--- config.mk ---
export PLATFORM = sky130hd
export DESIGN_NAME = miller_rabin_single_base_core
export DESIGN_NICKNAME = d
export VERILOG_FILES = /design/src/design/mrsb_pkg.sv /design/src/design/mrsb_mulmod.sv /design/src/design/miller_rabin_single_base_core.sv
export SDC_FILE = /design/constraint.sdc
export NUM_CORES = 1
export LEC_CHECK = 0
export CORE_AREA = 2 2 205 207
export CTS_BUF_LIST = sky130_fd_sc_hd__clkbuf_4
export CTS_CLUSTER_DIAMETER = 150
export DETAILED_ROUTE_END_ITERATION = 10
export DIE_AREA = 0 0 207 209
export DONT_BUFFER_PORTS = 1
export HOLD_SLACK_MARGIN = 0.1
export PLACE_DENSITY = 0.74
export SLEW_MARGIN = 20
export SYNTH_ARGS = -nofsm -noshare
export SYNTH_HDL_FRONTEND = slang
export SYNTH_SLANG_ARGS = --single-unit
--- constraint.sdc ---
create_clock -name aclk -period 7.51 [get_ports aclk]
set_input_delay 0.751 -clock aclk [delete_from_list [all_inputs] [get_ports aclk]]
set_output_delay 0.751 -clock aclk [all_outputs]
set_load 0.01 [all_outputs]
--- src/design/mrsb_pkg.sv ---
// ----------------------------------------------------------------------------
// mrsb_pkg
// Shared constants, codes and types of the single-base Miller-Rabin core.
// ----------------------------------------------------------------------------
package mrsb_pkg;

    // datapath width; fields are truncated to it
    localparam int WIDTH      = 32;
    localparam int FIELD_W    = 32;
    localparam int S_TDATA_W  = 2 * FIELD_W;
    localparam int VERDICT_W  = 2;
    localparam int M_TDATA_W  = 8;
    // holds a count of trailing zeros of n-1, at most WIDTH-1
    localparam int K_W        = $clog2(WIDTH);

    localparam logic [VERDICT_W-1:0] VERDICT_COMPOSITE = 2'd0;
    localparam logic [VERDICT_W-1:0] VERDICT_PRIME     = 2'd1;
    localparam logic [VERDICT_W-1:0] VERDICT_INVALID   = 2'd2;

    localparam logic [WIDTH-1:0] SMALL_PRIME     = WIDTH'(3);
    localparam logic [WIDTH-1:0] SMALL_COMPOSITE = WIDTH'(4);

    typedef enum logic [3:0] {
        ST_IDLE,
        ST_CLASSIFY,
        ST_SPLIT,
        ST_POW,
        ST_POW_MUL,
        ST_POW_SQR,
        ST_TEST,
        ST_LOOP,
        ST_LOOP_SQR,
        ST_DONE
    } mrsb_state_t;

    // request to the modular multiplier
    typedef struct packed {
        logic             start;
        logic [WIDTH-1:0] op_a;
        logic [WIDTH-1:0] op_b;
    } mm_req_t;

    // status from the modular multiplier
    typedef struct packed {
        logic             done;
        logic [WIDTH-1:0] product;
    } mm_rsp_t;

endpackage

--- src/design/mrsb_mulmod.sv ---
// ----------------------------------------------------------------------------
// mrsb_mulmod
// Bit-serial modular multiplier: (a * b) mod n by shift-and-add, one bit of
// b per cycle, LSB first, with every partial sum kept below n.
// ----------------------------------------------------------------------------
module mrsb_mulmod (
    input  logic                          aclk,
    input  logic                          aresetn,
    input  mrsb_pkg::mm_req_t             req,
    input  logic [mrsb_pkg::WIDTH-1:0]    modulus,
    output mrsb_pkg::mm_rsp_t             rsp
);
    import mrsb_pkg::*;

    // (x + y) mod n for x, y < n, without overflow
    function automatic logic [WIDTH-1:0] add_mod(
        input logic [WIDTH-1:0] x,
        input logic [WIDTH-1:0] y,
        input logic [WIDTH-1:0] n
    );
        logic [WIDTH-1:0] room;
        begin
            room = n - y;
            if (x >= room) begin
                add_mod = x - room;
            end else begin
                add_mod = x + y;
            end
        end
    endfunction

    logic             busy_reg, busy_next;
    logic [WIDTH-1:0] a_reg, a_next;
    logic [WIDTH-1:0] c_reg, c_next;
    logic [WIDTH-1:0] acc_reg, acc_next;

    always_comb begin
        busy_next = busy_reg;
        a_next    = a_reg;
        c_next    = c_reg;
        acc_next  = acc_reg;
        if (req.start) begin
            busy_next = 1'b1;
            a_next    = req.op_a;
            c_next    = req.op_b;
            acc_next  = '0;
        end else if (busy_reg) begin
            if (c_reg == '0) begin
                busy_next = 1'b0;
            end else begin
                if (c_reg[0]) begin
                    acc_next = add_mod(acc_reg, a_reg, modulus);
                end
                a_next = add_mod(a_reg, a_reg, modulus);
                c_next = c_reg >> 1;
            end
        end
    end

    always_ff @(posedge aclk) begin
        if (!aresetn) begin
            busy_reg <= 1'b0;
        end else begin
            busy_reg <= busy_next;
        end
        a_reg   <= a_next;
        c_reg   <= c_next;
        acc_reg <= acc_next;
    end

    // finished once the multiplier bits run out
    assign rsp.done    = busy_reg && (c_reg == '0);
    assign rsp.product = acc_reg;

endmodule

--- src/design/miller_rabin_single_base_core.sv ---
// ----------------------------------------------------------------------------
// miller_rabin_single_base_core
// Single-witness Miller-Rabin primality test on a bit-serial multiplier.
// ----------------------------------------------------------------------------
// usage:
//   s_ channel carries candidate n in s_tdata[31:0] and witness b in
//   s_tdata[63:32]; one item is taken whenever s_tvalid and s_tready are high.
//   m_ channel returns one verdict per item in m_tdata[1:0]: 0 composite,
//   1 probably prime, 2 invalid base.
//   items are worked one at a time. an invalid base, a small n or an even n
//   is answered from the classify state without running the multiplier.
//   otherwise n-1 is split into m*2^k, b^m mod n is taken by square-and-multiply
//   and the result is squared up to k-1 more times. every modular product
//   runs through one shared shift-and-add multiplier at one multiplier bit
//   per cycle. the finished verdict sits in an output register; s_tready
//   returns high as soon as that register has taken it, so the next item can
//   start while the receiver stalls. a second verdict waits until the first
//   is taken. reset (aresetn low, synchronous) drops any item in flight and
//   clears m_tvalid.
// ----------------------------------------------------------------------------
module miller_rabin_single_base_core (
    input  logic                               aclk,
    input  logic                               aresetn,
    input  logic                               s_tvalid,
    output logic                               s_tready,
    // candidate [31:0], witness [63:32]
    input  logic [mrsb_pkg::S_TDATA_W-1:0]     s_tdata,
    output logic                               m_tvalid,
    input  logic                               m_tready,
    // verdict [1:0], zero [7:2]
    output logic [mrsb_pkg::M_TDATA_W-1:0]     m_tdata
);
    import mrsb_pkg::*;

    mrsb_state_t state_reg, state_next;

    logic [WIDTH-1:0]     n_reg, n_next;
    logic [WIDTH-1:0]     b_reg, b_next;
    logic [WIDTH-1:0]     e_reg, e_next;
    logic [WIDTH-1:0]     acc_reg, acc_next;
    logic [K_W-1:0]       k_reg, k_next;
    logic [VERDICT_W-1:0] verdict_reg, verdict_next;
    logic                 m_tvalid_reg, m_tvalid_next;
    logic [VERDICT_W-1:0] m_verdict_reg, m_verdict_next;

    logic [WIDTH-1:0] n_minus_1;
    logic             trivial;
    logic             out_free;

    mm_req_t mm_req;
    mm_rsp_t mm_rsp;

    mrsb_mulmod u_mulmod (
        .aclk    (aclk),
        .aresetn (aresetn),
        .req     (mm_req),
        .modulus (n_reg),
        .rsp     (mm_rsp)
    );

    assign n_minus_1 = n_reg - WIDTH'(1);
    assign out_free  = !m_tvalid_reg || m_tready;
    assign trivial   = (b_reg <= WIDTH'(1)) || (b_reg >= n_reg) ||
                       (n_reg == SMALL_COMPOSITE) || (n_reg == SMALL_PRIME) ||
                       !n_reg[0];

    // next state
    always_comb begin
        state_next = state_reg;
        unique case (state_reg)
            ST_IDLE: begin
                if (s_tvalid) state_next = ST_CLASSIFY;
            end
            ST_CLASSIFY: begin
                state_next = trivial ? ST_DONE : ST_SPLIT;
            end
            ST_SPLIT: begin
                if (e_reg[0]) state_next = ST_POW;
            end
            ST_POW: begin
                if (e_reg == '0) begin
                    state_next = ST_TEST;
                end else if (e_reg[0]) begin
                    state_next = ST_POW_MUL;
                end else begin
                    state_next = ST_POW_SQR;
                end
            end
            ST_POW_MUL: begin
                if (mm_rsp.done) state_next = ST_POW_SQR;
            end
            ST_POW_SQR: begin
                if (mm_rsp.done) state_next = ST_POW;
            end
            ST_TEST: begin
                if (acc_reg == WIDTH'(1) || acc_reg == n_minus_1) begin
                    state_next = ST_DONE;
                end else begin
                    state_next = ST_LOOP;
                end
            end
            ST_LOOP: begin
                state_next = (k_reg <= K_W'(1)) ? ST_DONE : ST_LOOP_SQR;
            end
            ST_LOOP_SQR: begin
                if (mm_rsp.done) begin
                    state_next = (mm_rsp.product == n_minus_1) ? ST_DONE : ST_LOOP;
                end
            end
            ST_DONE: begin
                if (out_free) state_next = ST_IDLE;
            end
            default: state_next = ST_IDLE;
        endcase
    end

    // datapath and outputs
    always_comb begin
        n_next         = n_reg;
        b_next         = b_reg;
        e_next         = e_reg;
        acc_next       = acc_reg;
        k_next         = k_reg;
        verdict_next   = verdict_reg;
        m_tvalid_next  = m_tvalid_reg && !m_tready;
        m_verdict_next = m_verdict_reg;
        s_tready       = 1'b0;
        mm_req.start   = 1'b0;
        mm_req.op_a    = acc_reg;
        mm_req.op_b    = b_reg;
        unique case (state_reg)
            ST_IDLE: begin
                s_tready = 1'b1;
                n_next   = WIDTH'(s_tdata[FIELD_W-1:0]);
                b_next   = WIDTH'(s_tdata[2*FIELD_W-1:FIELD_W]);
            end
            ST_CLASSIFY: begin
                e_next   = n_minus_1;
                k_next   = '0;
                acc_next = WIDTH'(1);
                if (b_reg <= WIDTH'(1) || b_reg >= n_reg) begin
                    verdict_next = VERDICT_INVALID;
                end else if (n_reg == SMALL_PRIME) begin
                    verdict_next = VERDICT_PRIME;
                end else begin
                    verdict_next = VERDICT_COMPOSITE;
                end
            end
            ST_SPLIT: begin
                if (!e_reg[0]) begin
                    e_next = e_reg >> 1;
                    k_next = k_reg + K_W'(1);
                end
            end
            ST_POW: begin
                if (e_reg != '0) begin
                    mm_req.start = 1'b1;
                    if (!e_reg[0]) begin
                        mm_req.op_a = b_reg;
                    end
                end
            end
            ST_POW_MUL: begin
                // hand the squaring to the multiplier as the product lands
                if (mm_rsp.done) begin
                    acc_next     = mm_rsp.product;
                    mm_req.start = 1'b1;
                    mm_req.op_a  = b_reg;
                end
            end
            ST_POW_SQR: begin
                if (mm_rsp.done) begin
                    b_next = mm_rsp.product;
                    e_next = e_reg >> 1;
                end
            end
            ST_TEST: begin
                if (acc_reg == WIDTH'(1) || acc_reg == n_minus_1) begin
                    verdict_next = VERDICT_PRIME;
                end
            end
            ST_LOOP: begin
                if (k_reg > K_W'(1)) begin
                    mm_req.start = 1'b1;
                    mm_req.op_b  = acc_reg;
                end
            end
            ST_LOOP_SQR: begin
                if (mm_rsp.done) begin
                    acc_next = mm_rsp.product;
                    k_next   = k_reg - K_W'(1);
                    if (mm_rsp.product == n_minus_1) begin
                        verdict_next = VERDICT_PRIME;
                    end
                end
            end
            ST_DONE: begin
                if (out_free) begin
                    m_tvalid_next  = 1'b1;
                    m_verdict_next = verdict_reg;
                end
            end
            default: begin
            end
        endcase
    end

    always_ff @(posedge aclk) begin
        if (!aresetn) begin
            state_reg    <= ST_IDLE;
            m_tvalid_reg <= 1'b0;
        end else begin
            state_reg    <= state_next;
            m_tvalid_reg <= m_tvalid_next;
        end
        n_reg         <= n_next;
        b_reg         <= b_next;
        e_reg         <= e_next;
        acc_reg       <= acc_next;
        k_reg         <= k_next;
        verdict_reg   <= verdict_next;
        m_verdict_reg <= m_verdict_next;
    end

    assign m_tvalid = m_tvalid_reg;
    assign m_tdata  = M_TDATA_W'(m_verdict_reg);

endmodule

Yosys cells after proc, flatten, opt, wreduce, memory -nomap -nowiden

Index checks and enable logic that the tools add are counted.

Input port bits: 68
Logic and storage cells: 136
Flip-flop bits (word level): 239

Reduce and logical (&&, ||, !) cells: 32
Muxes and demuxes: 50
Equality and inequality tests: 25
$add $sub $neg: 8
Bitwise logic cells: 1
$lt $le $gt $ge: 6

Operators with widths:

| operator                                                         | number |
|---|---|
| two-way mux 32 bit                                               | 14 |
| case mux 32 bit (2 select lines)                                 | 3 |
| greater-or-equal comparator 32 bit                               | 3 |
| case mux 32 bit (3 select lines)                                 | 1 |
| subtractor 32 bit                                                | 3 |
| two-way mux 33 bit                                               | 2 |
| adder 32 bit                                                     | 2 |
| equality test 32 bit                                             | 2 |
| logical NOT 32 bit                                               | 2 |
| case mux 4 bit (10 select lines)                                 | 1 |
| two-way mux 4 bit                                                | 9 |
| equality test 32 x 1 -> 1 bit (second input constant)            | 1 |
| equality test 32 x 2 -> 1 bit (second input constant)            | 1 |
| equality test 32 x 3 -> 1 bit (second input constant)            | 1 |
| less-or-equal comparator 32 x 1 -> 1 bit (second input constant) | 1 |
| nonzero test 32 bit                                              | 1 |
| subtractor 32 x 1 -> 32 bit (second input constant)              | 1 |
| != test 2 bit (second input constant)                            | 10 |
| equality test 4 x 3 -> 1 bit (second input constant)             | 4 |
| case mux 5 bit (3 select lines)                                  | 1 |
| two-way mux 1 bit                                                | 10 |
| two-way mux 2 bit                                                | 5 |
| two-way mux 5 bit                                                | 2 |
| AND reduction 2 bit                                              | 5 |
| other kinds (21)                                                 | 37 |

Depth between registers and ports, before layout

Depth in word-level cells: 7
Depth in mapped cells: 29
Gate-level depth less buffers: 27

Cells and area by module

From an unflattened synthesis, not the netlist that was laid out.

Cells, all modules: 2,477
Area, all modules: 21,868.5 µm²

Modules (own cells, without submodules):

| module                        | area each (µm²) | cells an instance | seq. area each (µm²) | instances |
|---|---|---|---|---|
| mrsb_mulmod                   | 11,740.0        | 1,411             | 2,582.5              | 1 |
| miller_rabin_single_base_core | 10,128.5        | 1,066             | 4,214.0              | 1 |

Least setup slack after synthesis

No wires, ideal clock.

Path kind: reg-to-reg
Start point: register n_reg[0]
End point: register u_mulmod.a_reg[15], data pin
Data required time: 7.240 ns
Path slack: 2.253 ns
Setup time: 0.270 ns
Data arrival time: 4.987 ns
Path buffers: 1
Cell stages (with the launch flop): 28
Period minus slack after synthesis: 5.257 ns
Path through: edfxtp_1 -> inv_1 -> ha_1 -> inv_1 -> fa_1 -> a21oi_1 -> nand3b_1 -> a21oi_1 -> o221a_2 -> o21ai_0 -> a21oi_1 -> o21ai_0 -> nand2b_1 -> a21oi_1 -> xor2_1 -> ha_1 -> nand2_1 -> or2_2 -> inv_1 -> a21bo_2 -> o221ai_1 -> o21ai_1 -> a211oi_2 -> a221o_1 -> a21oi_2 -> buf_4 -> mux2i_1 -> a21oi_1

Longest elaborated chain between the ends: 6
Elaborated cells between the ends (all ways): 7
Classes of those cells: add/sub: 2; order compare: 1; mux: 4

Ends and longest elaborated chain:

| what                                                                           | RTL line                             | source |
|---|---|---|
| start: declaration                                                             | miller_rabin_single_base_core.sv:37  | `logic [WIDTH-1:0] n_reg, n_next;` |
| start signal: assignment                                                       | miller_rabin_single_base_core.sv:216 | `n_reg <= n_next;` |
| subtractor 32 bit (*)                                                          | mrsb_mulmod.sv:23                    | `room = n - y;` |
| subtractor 32 bit / greater-or-equal comparator 32 bit (equally long branches) | mrsb_mulmod.sv:25, mrsb_mulmod.sv:24 |  |
| two-way mux 32 bit (*)                                                         | mrsb_mulmod.sv:24                    | `if (x >= room) begin` |
| two-way mux 32 bit (*)                                                         | mrsb_mulmod.sv:48                    | `if (c_reg == '0) begin` |
| two-way mux 32 bit (*)                                                         | mrsb_mulmod.sv:47                    | `end else if (busy_reg) begin` |
| two-way mux 32 bit (*)                                                         | mrsb_mulmod.sv:42                    | `if (req.start) begin` |
| net u_mulmod.a_next[15]                                                        | mrsb_mulmod.sv:33                    | `logic [WIDTH-1:0] a_reg, a_next;` |
| end signal: assignment                                                         | mrsb_mulmod.sv:66                    | `a_reg <= a_next;` |
| end: declaration                                                               | mrsb_mulmod.sv:33                    |  |

The timed path passes the listed nets; every way through them passes the cells marked *. The select of a mux whose other input is x is not followed.
A chain may end at the register's enable or synchronous reset.

Final worst setup path

Start point: register n_reg[0]
End point: register u_mulmod.acc_reg[0]

Longest elaborated chain between the ends: 3
Elaborated cells between the ends (all ways): 4
Classes of those cells: add/sub: 2; order compare: 1; mux: 1

Ends and longest elaborated chain:

| what                                                                           | RTL line                             | source |
|---|---|---|
| subtractor 32 bit (*)                                                          | mrsb_mulmod.sv:23                    |  |
| subtractor 32 bit / greater-or-equal comparator 32 bit (equally long branches) | mrsb_mulmod.sv:25, mrsb_mulmod.sv:24 |  |
| two-way mux 32 bit (*)                                                         | mrsb_mulmod.sv:24                    |  |
| end signal: assignment                                                         | mrsb_mulmod.sv:68                    | `acc_reg <= acc_next;` |
| end: declaration                                                               | mrsb_mulmod.sv:35                    | `logic [WIDTH-1:0] acc_reg, acc_next;` |

Mark *: on every way between the ends. The rest lies on a longest branch, timed or not.

==> load_flow_metrics.sql <==
INSERT INTO impl_metrics (metric_group, metric, value, unit) VALUES
('outcome', 'status', 'finished, violations left', ''),
('outcome', 'violations', 'DRC', ''),
('worst_setup_path', 'cp_slowest_cell', 'sky130_fd_sc_hd__edfxtp_1', ''),
('timing', 'timing.final.crit_period', '6488', 'ps'),
('grt', 'grt_pass1_vias', '17030', ''),
('timing', 'finClkSkew', '48.00', 'ps'),
('worst_setup_path', 'rr_worst_depth', '28', ''),
('floorplan', 'core_area', '41290', 'sq um'),
('clock_tree', 'clk_pin_slew', '70', 'ps'),
('job', 'max_cap_violations', '0', ''),
('timing', 'finalMaxSlewViolations', '0', ''),
('detailed_routing', 'post_drt_wl_per_cell', '22.35', 'um'),
('final_layout', 'drive_above_1_share', '0.08955', ''),
('worst_setup_path', 'crit_path_start', 'n_reg[0]', ''),
('final_layout', 'combined_area_of_the_multi_input_logic_cells', '12280', 'sq um'),
('floorplan', 'io-pin-count', '78', ''),
('timing', 'fmax', '154.1', 'MHz'),
('worst_setup_path', 'critical_path_end', 'u_mulmod.acc_reg[0]', ''),
('worst_hold_path', 'worst_hold_path_type', 'primary input to flop', ''),
('worst_setup_path', 'critPathCaptureType', 'flop', ''),
('timing', 'fin_ws', '1022', 'ps'),
('worst_setup_path', 'timing.critical_path.from_type', 'flop', ''),
('detailed_routing', 'route.detailed.drc', '2', ''),
('clock_tree', 'tritoncts_clock_tree', 'done', ''),
('grt', 'globalRouteOverflowTotal', '0', ''),
('yosys', 'syn_area', '19860', 'sq um'),
('clock_tree', 'clk_latency', '800', 'ps'),
('clock_tree', 'clk_root_buffer_cell', 'sky130_fd_sc_hd__clkbuf_4', ''),
('floorplan', 'std_cell_rows', '75', ''),
('clock_tree', 'clockBufferDepth', '3', ''),
('clock_tree', 'htree_num_levels', '3', ''),
('timing', 'setup-tns-final', '0', 'ps'),
('grt', 'grt_max_degree', '73', ''),
('worst_setup_path', 'worst-endpoint-arrival', '7110', 'ps'),
('timing', 'max_slew.worst_pin.slew', '1093', 'ps'),
('yosys', 'async_reset_ff_frac', '0', ''),
('floorplan', 'floorplan.die_area', '43260', 'sq um'),
('final_layout', 'most-common-layout-cells', '201 x sky130_fd_sc_hd__edfxtp_1, 177 x sky130_fd_sc_hd__a21oi_1, 170 x sky130_fd_sc_hd__o21ai_0', ''),
('clock_tree', 'cts_sinks', '239', ''),
('final_layout', 'layout.cells.most_common', 'sky130_fd_sc_hd__edfxtp_1', ''),
('placed_design', 'dp_hpwl', '47.54', 'mm'),
('yosys', 'ys_warn_count', '0', ''),
('detailed_routing', 'detailedRoute.firstIterationViolations', '2120', ''),
('timing', 'grt_setup_unrepaired', 'false', ''),
('yosys', 'postSynth.topFlopCell', 'sky130_fd_sc_hd__edfxtp_1', ''),
('final_layout', 'layout.core_utilization', '0.5210', ''),
('worst_setup_path', 'critical-path-max-stage-delay', '540', 'ps'),
('yosys', 'synth.ff_latch_count', '239', ''),
('detailed_routing', 'vias', '17700', ''),
('clock_tree', 'cts_inserted_buffers', '69', ''),
('timing', 'report.final.setup_viol', '0', ''),
('floorplan', 'die_width', '207', 'um'),
('placed_design', 'numPortBuffers', '0', ''),
('worst_setup_path', 'path_max_fanout', '51', ''),
('detailed_routing', 'routed_wl_met3', '5.855', 'mm'),
('floorplan', 'initial_utilization', '0.4809', ''),
('yosys', 'syn-instance-count', '2186', ''),
('final_layout', 'layout.area.seq', '6797', 'sq um'),
('yosys', 'syn_area_per_cell', '9.083', 'sq um'),
('placed_design', 'place_ws', '1102', 'ps'),
('worst_setup_path', 'data_required_time_at_the_worst_endpoint', '8130', 'ps'),
('detailed_routing', 'dr.pass1.iters', '10', ''),
('timing', 'final_min_period_over_clock_period', '0.8640', ''),
('grt', 'gr-usage-all-layers', '0.2846', ''),
('yosys', 'synth_edf_count', '201', ''),
('detailed_routing', 'route.antenna.remaining_nets', '0', ''),
('detailed_routing', 'met1_length', '25.86', 'mm'),
('yosys', 'ys_types', '93', ''),
('worst_setup_path', 'r2r-end', 'u_mulmod.acc_reg[0]', ''),
('detailed_routing', 'postRouteWirelength', '62.86', 'mm'),
('worst_setup_path', 'worstReg2RegStart', 'n_reg[0]', '');
-- worst max-delay path, delay by kind of cell (launching register included) --
| kind | cells | cell delay (ps) |
|---|---|---|
| AOI/OAI and AO/OA | 16 | 3110 |
| xor gates and xnor gates | 1 | 240 |
| adders and majority gates | 3 | 930 |
| buffers and inverters | 5 | 930 |
| DFF | 1 | 540 |
| and+or+nand+nor | 3 | 560 |
-- routing by layer --
metal,vias to the layer above,global-route usage
li1,8237,-
met1,8353,0.3765
met2,941,0.4502
met3,168,0.04884
met4,2,0.1429
met5,-,0
-- how the worst min path moves through the flow --
stage	from	to	slack (ps)	cells past startpoint
after floorplan	verdict_reg[0]	m_verdict_reg[0]	400	0
after global placement	verdict_reg[0]	m_verdict_reg[0]	400	0
after detailed placement	verdict_reg[0]	m_verdict_reg[0]	410	0
after CTS	s_tdata[47]	b_reg[15]	110	2
after global routing	s_tdata[45]	b_reg[13]	150	2
final	s_tdata[45]	b_reg[13]	160	2
-- cell families (layout without fill, tap and decap cells) --
| group | after synthesis | in the layout | share of synthesized area |
|---|---|---|---|
| fa+ha+maj | 165 | 165 | 0.1052 |
| buf+inv | 219 | 295 | 0.04380 |
| flops | 239 | 239 | 0.3423 |
| mux | 91 | 91 | 0.04770 |
| other cells | 1 | 13 | 0.0001889 |
| compound gates | 625 | 625 | 0.1981 |
| simple gates | 650 | 650 | 0.1718 |
| xor+xnor | 196 | 196 | 0.09087 |
-- Yosys cell counts, types with 38 or more instances --
library cell	count	area [sq um]
sky130_fd_sc_hd__o21ai_0	171	855.8
sky130_fd_sc_hd__a21oi_1	177	885.9
sky130_fd_sc_hd__nand3_1	51	255.2
sky130_fd_sc_hd__and3_1	41	256.5
sky130_fd_sc_hd__a211oi_1	52	390.4
sky130_fd_sc_hd__xnor2_1	111	972.2
sky130_fd_sc_hd__nor4_1	43	269.0
sky130_fd_sc_hd__xor2_1	75	656.9
sky130_fd_sc_hd__edfxtp_1	201	6036
sky130_fd_sc_hd__dfxtp_1	38	760.7
sky130_fd_sc_hd__nor2_1	112	420.4
sky130_fd_sc_hd__inv_1	125	469.2
sky130_fd_sc_hd__a21o_1	61	457.9
sky130_fd_sc_hd__nor3_1	51	255.2
sky130_fd_sc_hd__ha_1	159	1989
sky130_fd_sc_hd__mux2i_1	62	620.6
sky130_fd_sc_hd__clkbuf_1	73	274.0
sky130_fd_sc_hd__nand2_1	161	604.3
-- stage by stage --
step / cells / instance area [sq um] / hold slack [ps]
finish: 2813 / 21510 / 159.2
global placement: 2654 / 20340 / 404.1
CTS: 2806 / 21490 / 112.5
floorplan: 2191 / 19870 / 400.3
detailed placement: 2654 / 20340 / 414.6
global route: 2811 / 21510 / 145.9
-- area by class of cell --
| class | count | share of cell area |
|---|---|---|
| clock inverters | 21 | 0.003780 |
| repair buffers | 50 | 0.02129 |
| well taps | 539 | 0.03135 |
| clock buffers | 98 | 0.03420 |
| inverters | 126 | 0.02198 |
| diodes | 7 | 0.0008142 |
| flip-flops and latches | 239 | 0.3159 |
| multi-input cells | 1733 | 0.5707 |
-- timing repair --
| action | in CTS | in global routing |
|---|---|---|
| hold buffers | 33 | 0 |
| buffers inserted | 0 | 0 |
| endpoints found under the hold margin | 38 | 0 |
| gates resized for setup | 0 | 0 |
Power is not shown: default switching activity piles up to over one toggle a cycle in this logic, so the estimate is an artifact.
